## config.mk

```make
export PLATFORM = sky130hd
export DESIGN_NAME = button_multi_click_detector_unit_flat
export DESIGN_NICKNAME = d
export VERILOG_FILES = /design/src/rtl/core/bmcd_pkg.sv /design/src/rtl/core/bmcd_if.sv /design/src/rtl/core/button_multi_click_detector_unit.sv /design/src/flat_wrapper.sv
export VERILOG_INCLUDE_DIRS = /design/src /design/src/rtl/core
export SDC_FILE = /design/constraint.sdc
export NUM_CORES = 1
export LEC_CHECK = 0
export ABC_AREA = 1
export BUFFER_PORTS_ARGS = -buffer_cell sky130_fd_sc_hd__buf_2
export CAP_MARGIN = 5
export CORE_MARGIN = 10
export CORE_UTILIZATION = 55
export DETAILED_ROUTE_END_ITERATION = 7
export PLACE_DENSITY_LB_ADDON = 0.15
export SLEW_MARGIN = 20
export SYNTH_ARGS = -nofsm -noshare
export SYNTH_HDL_FRONTEND = slang
export SYNTH_SLANG_ARGS = --single-unit
```

## constraint.sdc

```tcl
create_clock -name clk -period 4.1 [get_ports clk]
set_input_delay 0.205 -clock clk [delete_from_list [all_inputs] [get_ports clk]]
set_output_delay 0.205 -clock clk [all_outputs]
set_load 0.02 [all_outputs]
```

## src/rtl/core/button_multi_click_detector_unit_macros.svh

```systemverilog
// ----------------------------------------------------------------------------
// Assertion macros for the button multi-click detector
// Shared implication checks, clocked and disabled in reset.
// ----------------------------------------------------------------------------
`ifndef BUTTON_MULTI_CLICK_DETECTOR_UNIT_MACROS_SVH
`define BUTTON_MULTI_CLICK_DETECTOR_UNIT_MACROS_SVH

// same-cycle implication
`define BMCD_ASSERT_SAME(label, clk, rst_n, ante, cons) \
    label: assert property (@(posedge clk) disable iff (!rst_n) (ante) |-> (cons)) \
        else $error("bmcd check failed: same-cycle implication");

// next-cycle implication
`define BMCD_ASSERT_NEXT(label, clk, rst_n, ante, cons) \
    label: assert property (@(posedge clk) disable iff (!rst_n) (ante) |=> (cons)) \
        else $error("bmcd check failed: next-cycle implication");

`endif

```

## src/rtl/core/bmcd_pkg.sv

```systemverilog
// ----------------------------------------------------------------------------
// bmcd_pkg
// Types, widths and codes for the button multi-click detector.
// ----------------------------------------------------------------------------
package bmcd_pkg;

    localparam int COUNT_W   = 16;
    localparam int PRESS_W   = 3;
    localparam int EVENT_W   = 3;
    localparam int PHASE_W   = 2;
    localparam int CFG_W     = 16;
    localparam int CFG_IDX_W = 2;

    localparam logic [PRESS_W-1:0] PRESS_MAX = '1;

    localparam logic [CFG_IDX_W-1:0] CFG_LONG_PRESS = 2'd0;
    localparam logic [CFG_IDX_W-1:0] CFG_CLICK_MIN  = 2'd1;
    localparam logic [CFG_IDX_W-1:0] CFG_CLICK_MAX  = 2'd2;
    localparam logic [CFG_IDX_W-1:0] CFG_SETTLE     = 2'd3;

    localparam logic [CFG_W-1:0] LONG_PRESS_RST = 16'd100;
    localparam logic [CFG_W-1:0] CLICK_MIN_RST  = 16'd2;
    localparam logic [CFG_W-1:0] CLICK_MAX_RST  = 16'd30;
    localparam logic [CFG_W-1:0] SETTLE_RST     = 16'd30;

    localparam logic [EVENT_W-1:0] EV_NONE   = 3'd0;
    localparam logic [EVENT_W-1:0] EV_SINGLE = 3'd1;
    localparam logic [EVENT_W-1:0] EV_DOUBLE = 3'd2;
    localparam logic [EVENT_W-1:0] EV_TRIPLE = 3'd3;
    localparam logic [EVENT_W-1:0] EV_LONG   = 3'd4;

    localparam logic [PHASE_W-1:0] PHC_IDLE    = 2'd0;
    localparam logic [PHASE_W-1:0] PHC_DOWN    = 2'd1;
    localparam logic [PHASE_W-1:0] PHC_PRESSED = 2'd2;
    localparam logic [PHASE_W-1:0] PHC_UP      = 2'd3;

    typedef logic [COUNT_W-1:0] count_t;
    typedef logic [PRESS_W-1:0] press_t;
    typedef logic [EVENT_W-1:0] event_t;
    typedef logic [PHASE_W-1:0] phase_code_t;

    typedef enum logic [3:0] {
        PH_IDLE    = 4'b0001,
        PH_DOWN    = 4'b0010,
        PH_PRESSED = 4'b0100,
        PH_UP      = 4'b1000
    } phase_t;

    function automatic phase_code_t phase_code(input phase_t ph);
        phase_code_t code;
        case (ph)
            PH_IDLE:    code = PHC_IDLE;
            PH_DOWN:    code = PHC_DOWN;
            PH_PRESSED: code = PHC_PRESSED;
            PH_UP:      code = PHC_UP;
            default:    code = PHC_IDLE;
        endcase
        return code;
    endfunction

    function automatic count_t sat_inc(input count_t v);
        return (v == '1) ? v : v + COUNT_W'(1);
    endfunction

endpackage

```

## src/rtl/core/bmcd_if.sv

```systemverilog
// ----------------------------------------------------------------------------
// bmcd channel interfaces
// Valid/ready channels for pin samples and detector results.
// ----------------------------------------------------------------------------
interface bmcd_sample_if;
    logic valid;
    logic ready;
    logic pin_level;

    modport source (output valid, output pin_level, input ready);
    modport sink   (input valid, input pin_level, output ready);
endinterface

interface bmcd_result_if;
    logic                       valid;
    logic                       ready;
    logic [bmcd_pkg::EVENT_W-1:0] click_event;
    logic [bmcd_pkg::PHASE_W-1:0] key_phase_now;

    modport source (output valid, output click_event, output key_phase_now, input ready);
    modport sink   (input valid, input click_event, input key_phase_now, output ready);
endinterface

```

## src/rtl/core/button_multi_click_detector_unit.sv

```systemverilog
// ----------------------------------------------------------------------------
// button_multi_click_detector_unit: click, multi-click and long-press detector
// Result path: input register, then phase/counter update into result reg.
// Throughput 1 item per cycle unless the result channel stalls (result.ready low).
// Async active-low reset: idle phase, counters zero, config registers at defaults.
// ----------------------------------------------------------------------------
`include "button_multi_click_detector_unit_macros.svh"

module button_multi_click_detector_unit (
    input  logic                           clk,
    input  logic                           rst_n,
    input  logic                           cfg_wr_en,
    input  logic [bmcd_pkg::CFG_IDX_W-1:0] cfg_addr,
    input  logic [bmcd_pkg::CFG_W-1:0]     cfg_wdata,
    bmcd_sample_if.sink                    sample,
    bmcd_result_if.source                  result
);

    bmcd_pkg::count_t long_press_reg;
    bmcd_pkg::count_t click_min_reg;
    bmcd_pkg::count_t click_max_reg;
    bmcd_pkg::count_t settle_reg;

    logic s1_valid_reg;
    logic pin_reg;
    logic s1_adv;
    logic out_valid_reg;

    bmcd_pkg::phase_t phase_reg, phase_next;
    bmcd_pkg::press_t press_count_reg, press_count_next;
    logic             release_seen_reg, release_seen_next;
    bmcd_pkg::count_t hold_ticks_reg, hold_ticks_next;
    bmcd_pkg::count_t high_ticks_reg, high_ticks_next;
    bmcd_pkg::count_t high_inc;
    bmcd_pkg::event_t event_reg, event_next;
    bmcd_pkg::phase_code_t phase_code_reg;

    // configuration
    always_ff @(posedge clk or negedge rst_n)
    begin
        if (!rst_n)
        begin
            long_press_reg <= bmcd_pkg::LONG_PRESS_RST;
            click_min_reg  <= bmcd_pkg::CLICK_MIN_RST;
            click_max_reg  <= bmcd_pkg::CLICK_MAX_RST;
            settle_reg     <= bmcd_pkg::SETTLE_RST;
        end
        else if (cfg_wr_en)
        begin
            case (cfg_addr)
                bmcd_pkg::CFG_LONG_PRESS: long_press_reg <= cfg_wdata;
                bmcd_pkg::CFG_CLICK_MIN:  click_min_reg  <= cfg_wdata;
                bmcd_pkg::CFG_CLICK_MAX:  click_max_reg  <= cfg_wdata;
                bmcd_pkg::CFG_SETTLE:     settle_reg     <= cfg_wdata;
                default:                  ;
            endcase
        end
    end

    // handshake
    assign s1_adv       = s1_valid_reg && (!out_valid_reg || result.ready);
    assign sample.ready = !s1_valid_reg || s1_adv;
    assign result.valid = out_valid_reg;
    assign result.click_event   = event_reg;
    assign result.key_phase_now = phase_code_reg;

    always_ff @(posedge clk or negedge rst_n)
    begin
        if (!rst_n)
        begin
            s1_valid_reg  <= 1'b0;
            out_valid_reg <= 1'b0;
        end
        else
        begin
            if (sample.ready)
            begin
                s1_valid_reg <= sample.valid;
            end
            if (s1_adv)
            begin
                out_valid_reg <= 1'b1;
            end
            else if (result.ready)
            begin
                out_valid_reg <= 1'b0;
            end
        end
    end

    always_ff @(posedge clk)
    begin
        if (sample.valid && sample.ready)
        begin
            pin_reg <= sample.pin_level;
        end
        if (s1_adv)
        begin
            event_reg      <= event_next;
            phase_code_reg <= bmcd_pkg::phase_code(phase_next);
        end
    end

    // phase machine and judgment
    assign high_inc = release_seen_reg ? bmcd_pkg::sat_inc(high_ticks_reg) : high_ticks_reg;

    always_comb
    begin
        phase_next        = phase_reg;
        press_count_next  = press_count_reg;
        release_seen_next = release_seen_reg;
        hold_ticks_next   = hold_ticks_reg;
        high_ticks_next   = high_ticks_reg;
        event_next        = bmcd_pkg::EV_NONE;
        case (phase_reg)
            bmcd_pkg::PH_IDLE:
            begin
                if (!pin_reg)
                begin
                    if (press_count_reg != bmcd_pkg::PRESS_MAX)
                    begin
                        press_count_next = press_count_reg + bmcd_pkg::PRESS_W'(1);
                    end
                    release_seen_next = 1'b0;
                    hold_ticks_next   = '0;
                    phase_next        = bmcd_pkg::PH_DOWN;
                end
                else
                begin
                    high_ticks_next = high_inc;
                    if (hold_ticks_reg > long_press_reg)
                    begin
                        event_next        = bmcd_pkg::EV_LONG;
                        press_count_next  = '0;
                        release_seen_next = 1'b0;
                        hold_ticks_next   = '0;
                        high_ticks_next   = '0;
                    end
                    else if (hold_ticks_reg > click_max_reg && hold_ticks_reg < long_press_reg)
                    begin
                        press_count_next  = '0;
                        release_seen_next = 1'b0;
                        hold_ticks_next   = '0;
                        high_ticks_next   = '0;
                    end
                    else if (high_inc > settle_reg && hold_ticks_reg > click_min_reg
                             && hold_ticks_reg < click_max_reg)
                    begin
                        if (press_count_reg inside {bmcd_pkg::EV_SINGLE, bmcd_pkg::EV_DOUBLE,
                                                    bmcd_pkg::EV_TRIPLE})
                        begin
                            event_next = bmcd_pkg::EVENT_W'(press_count_reg);
                        end
                        press_count_next  = '0;
                        release_seen_next = 1'b0;
                        hold_ticks_next   = '0;
                        high_ticks_next   = '0;
                    end
                end
            end
            bmcd_pkg::PH_DOWN:
            begin
                phase_next = bmcd_pkg::PH_PRESSED;
            end
            bmcd_pkg::PH_PRESSED:
            begin
                if (pin_reg)
                begin
                    release_seen_next = 1'b1;
                    high_ticks_next   = '0;
                    if (hold_ticks_reg > long_press_reg && press_count_reg != '0)
                    begin
                        press_count_next = press_count_reg - bmcd_pkg::PRESS_W'(1);
                    end
                    phase_next = bmcd_pkg::PH_UP;
                end
                else
                begin
                    hold_ticks_next = bmcd_pkg::sat_inc(hold_ticks_reg);
                end
            end
            default:
            begin
                phase_next = bmcd_pkg::PH_IDLE;
            end
        endcase
    end

    always_ff @(posedge clk or negedge rst_n)
    begin
        if (!rst_n)
        begin
            phase_reg        <= bmcd_pkg::PH_IDLE;
            press_count_reg  <= '0;
            release_seen_reg <= 1'b0;
            hold_ticks_reg   <= '0;
            high_ticks_reg   <= '0;
        end
        else if (s1_adv)
        begin
            phase_reg        <= phase_next;
            press_count_reg  <= press_count_next;
            release_seen_reg <= release_seen_next;
            hold_ticks_reg   <= hold_ticks_next;
            high_ticks_reg   <= high_ticks_next;
        end
    end

    // checks
    `BMCD_ASSERT_SAME(a_long_only_idle, clk, rst_n, result.valid && result.click_event == bmcd_pkg::EV_LONG, result.key_phase_now == bmcd_pkg::PHC_IDLE)
    `BMCD_ASSERT_NEXT(a_event_clears, clk, rst_n, s1_adv && event_next != bmcd_pkg::EV_NONE, press_count_reg == '0 && hold_ticks_reg == '0 && high_ticks_reg == '0)
    `BMCD_ASSERT_NEXT(a_down_to_pressed, clk, rst_n, s1_adv && phase_reg == bmcd_pkg::PH_DOWN, phase_reg == bmcd_pkg::PH_PRESSED)

endmodule
```

## src/flat_wrapper.sv

```systemverilog
// flat-port wrapper written by rule: the top's interface ports become plain ports
module button_multi_click_detector_unit_flat 
  (clk, rst_n, cfg_wr_en, cfg_addr, cfg_wdata, sample_valid, sample_pin_level, sample_ready, result_valid, result_click_event, result_key_phase_now, result_ready);
  bmcd_sample_if sample_i ();
  bmcd_result_if result_i ();
  input  logic clk;
  input  logic rst_n;
  input  logic cfg_wr_en;
  input  logic [bmcd_pkg::CFG_IDX_W-1:0] cfg_addr;
  input  logic [bmcd_pkg::CFG_W-1:0] cfg_wdata;
  input wire logic [$bits(sample_i.valid)-1:0] sample_valid;
  input wire logic [$bits(sample_i.pin_level)-1:0] sample_pin_level;
  output wire logic [$bits(sample_i.ready)-1:0] sample_ready;
  output wire logic [$bits(result_i.valid)-1:0] result_valid;
  output wire logic [$bits(result_i.click_event)-1:0] result_click_event;
  output wire logic [$bits(result_i.key_phase_now)-1:0] result_key_phase_now;
  input wire logic [$bits(result_i.ready)-1:0] result_ready;
  assign sample_i.valid = sample_valid;
  assign sample_i.pin_level = sample_pin_level;
  assign sample_ready = sample_i.ready;
  assign result_valid = result_i.valid;
  assign result_click_event = result_i.click_event;
  assign result_key_phase_now = result_i.key_phase_now;
  assign result_i.ready = result_ready;
  button_multi_click_detector_unit u_core (.clk(clk), .rst_n(rst_n), .cfg_wr_en(cfg_wr_en), .cfg_addr(cfg_addr), .cfg_wdata(cfg_wdata), .sample(sample_i), .result(result_i));
endmodule
```

Word-level counts from Yosys, hierarchy flattened
Index checks and enable logic that the tools add are counted.

storage, ports and cells
  register bits after elaboration = 112
  latch bits = 0
  RAM bits = 0
  bits in read-only memories = 0
  input bits = 24
  output and inout bits = 7
  word-level logic and storage cells = 115
  memories = 0

cells by class
  $add $sub $neg = 4
  multipliers = 0
  div/mod/pow operators = 0
  $lt $le $gt $ge = 6
  equal/unequal tests = 22
  shift operators = 0
  mux-type cells = 39
  bitwise operators = 4
  reduce and logical (&&, ||, !) cells = 25

operator list
  kind                                                    count
  2-to-1 mux 16 bit                                       13
  > comparator 16 bit                                     4
  one-hot mux 16 bit (2 select lines)                     2
  2-to-1 mux 3 bit                                        11
  adder 16 x 1 -> 16 bit (second input constant)          2
  equality test 16 bit (second input constant)            2
  less-than comparator 16 bit                             2
  one-hot mux 4 bit (3 select lines)                      1
  AND reduction 2 bit                                     5
  equality test 4 x 2 -> 1 bit (second input constant)    2
  equality test 4 x 3 -> 1 bit (second input constant)    2
  2-to-1 mux 4 bit                                        2
  AND reduction 4 bit                                     2
  2-to-1 mux 1 bit                                        7
  equality test 3 x 2 -> 1 bit (second input constant)    2
  logical AND 1 bit                                       6
  inequality test 2 x 1 -> 1 bit (second input constant)  3
  one-hot mux 2 bit (3 select lines)                      1
  one-hot mux 3 bit (2 select lines)                      1
  AND reduction 6 bit                                     1
  nonzero test 3 bit                                      2
  OR reduction 6 bit                                      1
  inequality test 5 bit (second input constant)           1
  AND reduction 5 bit                                     1
  other kinds (16)                                        24

Longest topological paths before layout
  word-level depth = 11
  mapped depth = 25

Worst setup path before layout
No wires, ideal clock.

  path type = register -> register
  start = register u_core.high_ticks_reg[0]
  end = register u_core.hold_ticks_reg[6]
  arrival = 2.886 ns
  required time = 3.976 ns
  path slack = 1.090 ns
  stages on the path, launching flop included = 23
  path buffers = 1
  period minus slack after synthesis = 3.010 ns
  path through = dfrtp_1 > ha_1 > nand3_2 > inv_2 > nand4_1 > nor2_1 > nand3_2 > nand2_4 > nor2_2 > xnor2_2 > inv_1 > ha_1 > nand2_1 > inv_1 > nand4_1 > nor2_1 > a21oi_1 > nand4_4 > nand3_4 > nand2_4 > buf_12 > nand2_2 > o21ai_2

on the way
  longest elaborated chain between the ends = 8

ends and longest elaborated chain
  item                                                            line                                     text
  start, declared                                                 button_multi_click_detector_unit.sv:33   bmcd_pkg::count_t high_ticks_reg, high_ticks_next;
  start signal, assigned                                          button_multi_click_detector_unit.sv:205  high_ticks_reg <= high_ticks_next;
  adder 16 x 1 -> 16 bit or equality test 16 bit (tied branches)  bmcd_pkg.sv:62                           return (v == '1) ? v : v + COUNT_W'(1);
  2-to-1 mux 16 bit                                               bmcd_pkg.sv:62
  2-to-1 mux 16 bit *                                             button_multi_click_detector_unit.sv:105  assign high_inc = release_seen_reg ? bmcd_pkg::sat_inc(high_ticks_reg) : high_ticks_reg;
  > comparator 16 bit *                                           button_multi_click_detector_unit.sv:146  else if (high_inc > settle_reg && hold_ticks_reg > click_min_reg
  logical AND 1 bit *                                             button_multi_click_detector_unit.sv:146
  logical AND 1 bit *                                             button_multi_click_detector_unit.sv:147  && hold_ticks_reg < click_max_reg)
  inequality test 5 bit (no line) *                               n/a
  AND reduction 5 bit (no line) *                                 n/a
  end signal, assigned                                            button_multi_click_detector_unit.sv:204  hold_ticks_reg <= hold_ticks_next;
  end, declared                                                   button_multi_click_detector_unit.sv:32   bmcd_pkg::count_t hold_ticks_reg, hold_ticks_next;

Every way passes the cells marked *; elsewhere a longest branch is shown, timed or not.
A chain may end at the register's enable or synchronous reset.

Worst setup path after layout
  start = register u_core.high_ticks_reg[0]
  end = register u_core.hold_ticks_reg[1]

Same word-level chain as after synthesis.

==> run_results.csv <==
group,metric,value,unit
run_status,status,"finished, final reports clean",
clocking,clock_latency,0.36,ns
run,maxCapViolCount,0,
global_route,grt_util_all_layers,0.1843,
sta,hold_viol_final,0,
die,die_area,18160,um2
die,num_rows,41,
sta,fin_worst_skew,0.01054,ns
sta,worst_pin_slew,1.057,ns
route,wl,15870,um
worst_setup_path,crit_type,"flip-flop to flip-flop",
worst_setup_path,cp.required,4.38,ns
worst_setup_path,cp_max_fo,32,
worst_setup_path,reg2reg_from,"u_core.high_ticks_reg[0]",
synth,synth_top_cell_by_area,"dfrtp_1",
sta,fin_crit,3.486,ns
route,num_vias,5718,
route,drtIter0Drc,351,
finish,final_common_cell,"nand2_1",
die,die_h,134.8,um
route,firstDrtPassIters,5,
die,die_w,134.8,um
finish,n_fill_cell,1155,
synth,synth_nets,1000,
power_and_ir_drop,p_leak,4.068,nW
route,post_drt_wl_per_cell,14.34,um
worst_setup_path,timing.rr.end,"u_core.hold_ticks_reg[1]",
min_path,hold_end,"u_core.pin_reg",
min_path,hold_path_depth,1,
clocking,htreeDepth,3,
clocking,root_buffer,"clkbuf_16",
min_path,hp-class,"input port to flip-flop",
route,drc,0,
finish,area_delta_synth_final,8.482,%
sta,fin_tns_setup,0,ns
global_route,grt_antenna_before_repair,0,
finish,regArea,2849,um2
sta,timing.slew.headroom,0.2933,
clocking,cts_resized,0,
sta,fin_crit_sh,0.8502,
synth,synth_area,7243,um2
global_route,grt_max_degree,45,
worst_setup_path,r2r_setup_slack,0.61,ns
worst_setup_path,worst-r2r-cell-count,23,
finish,final_util,0.6151,
synth,async_flop_share,0.9464,
sta,finalWorstSetupSlack,0.6141,ns
worst_setup_path,crit_path_end_kind,"flip-flop",
synth,ys.warnings.count,0,
worst_setup_path,critPathArrivalTime,3.76,ns
power_and_ir_drop,power,3.636,mW
synth,synth_area_leaders,"dfrtp_1 (32%), ha_1 (13%), nand2_1 (11%), inv_1 (8.0%), o21ai_0 (6.1%)",
global_route,grt_pass1_vias,5398,
finish,final_cell_mix,"nand2_1 (218), inv_1 (154), dfrtp_1 (93)",
synth,synthFlopType,"dfrtp_1",
die,coreArea,12770,um2
global_route,grt_pass1_wl,27030,um
synth,synth_area_per_cell,8.021,um2
synth,syn_inst,903,
placement,port_buffers,30,
sta,setup_viol,0,
route,ant_nets,0,
die,num_io_pins,31,
finish,multi_input_area,3674,um2
clocking,cts_setup_buffers,0,
sta,drv_slew,0,
finish,fin_area,7858,um2
finish,drive_gt1_frac,0.1455,
placement,dp_worst_setup_slack,0.5947,ns
clocking,cts_tree,"built",
placement,gp_congestion,0.9212,
global_route,grt_overflow,0,
synth,yosys_register_bits,112,
synth,ys_types,48,
worst_setup_path,critPathLaunch,"u_core.high_ticks_reg[0]",
synth,synth_top_area_frac,0.3213,
route,viasPerCell,5.165,
clocking,cts_hold_buf,1,
sta,fmax,0.2869,GHz
worst_setup_path,startpoint_type,"flip-flop",
die,initial_utilization,0.5670,
clocking,clock-sinks,112,
min_path,hold_start,"sample_pin_level",
synth,ys_seq_area_frac,0.3933,
finish,nets,1027,
clocking,cts_buffer_depth,2,
clocking,cts_buffers,9,
placement,placed_area,7525,um2
finish,antenna_cells,0,
power_and_ir_drop,ir_drop,0.0003514,V
synth,synth_edf_count,6,
power_and_ir_drop,powerDensity,462.8,nW/um2
clocking,clk_pin_slew,0.07,ns
placement,hpwl,11980,um
sta,rsz0062_at_grt,"false",
[cells in the mapped netlist, types with 3 or more instances]
master    count
nor3_2        5
nor2_2        7
inv_1       154
xnor2_1       3
dfrtp_1      93
nand2_2      16
nand3_2       3
clkbuf_1     15
inv_2         3
nor2_4        3
or2_2         5
ha_1         73
o21a_1        4
edfxtp_1      6
o21ai_2      17
o211ai_1      3
a21oi_1      31
dfstp_2      13
o21ai_0      88
a21oi_2       3
o21bai_1      3
nand3_1      41
nor3_1        6
nand4_1      18
xor2_1        8
nand2_1     218
o21ai_1       3
nor2_1       36
[worst max-delay path, cell delays in order (launching register included)]
cell	delay (ns)
dfrtp_1	0.49
ha_1	0.26
nand3_2	0.13
inv_2	0.11
nand4_1	0.11
nor2_1	0.13
nand3_2	0.12
nand2_4	0.15
nor2_4	0.06
nand2_1	0.05
nand2_1	0.04
nand2_1	0.06
inv_1	0.05
ha_1	0.26
nand2_1	0.06
nor2_1	0.15
nand4_1	0.10
nor2_1	0.10
a21oi_1	0.07
nand4_4	0.15
nand3_4	0.12
nand2_4	0.42
nand2_1	0.12
o21ai_2	0.07
[metal layers]
layer	wire [um]	global-route usage	share of wire	vias to the layer above
met4	255	0.05502	0.016	0
met3	654	0.04266	0.041	18
li1	-	-	-	2951
met2	7200	0.2882	0.45	97
met1	7763	0.2479	0.49	2652
met5	0	0	0	-
[final cells by class]
cell class	instances	area share
timing repair buffer	37	0.02643
multi-input combinational	613	0.4675
clock buffer	12	0.03137
tap	172	0.02739
inverter	157	0.07500
clock inverter	4	0.009713
sequential	112	0.3626
[metrics by stage]
step           std cells  hold slack, ns
2_1_floorplan        903        -0.09059
3_3_place_gp        1090          0.1452
3_5_place_dp        1090          0.1402
4_1_cts             1107         0.01241
5_1_grt             1107        0.005893
6_report            1107         0.02172
[where the power goes]
part / switching, mW / internal [mW]
combinational: 0.750 / 0.405
sequential: 0.184 / 1.33
clock: 0.413 / 0.556
total: 1.35 / 2.29
[worst max path at each step]
stage | endpoint | slack [ns] | cells after the start
3_5_place_dp | u_core.hold_ticks_reg[1] | 0.59 | 23
2_1_floorplan | u_core.hold_ticks_reg[6] | 1.09 | 22
4_1_cts | u_core.hold_ticks_reg[1] | 0.59 | 23
6_report | u_core.hold_ticks_reg[1] | 0.61 | 23
3_3_place_gp | u_core.hold_ticks_reg[1] | 0.70 | 23
5_1_grt | u_core.hold_ticks_reg[1] | 0.23 | 23
[cell families (layout without fill, tap and decap cells)]
group	after synthesis	in the layout	share of synthesized area
and+or+nand+nor	368	368	0.2354
DFF	112	112	0.3933
AOI/OAI and AO/OA	158	158	0.1256
buffers and inverters	178	210	0.09950
xor gates and xnor gates	14	14	0.02004
adders and majority gates	73	73	0.1261
No activity file was read; power rests on OpenSTA's default activity.
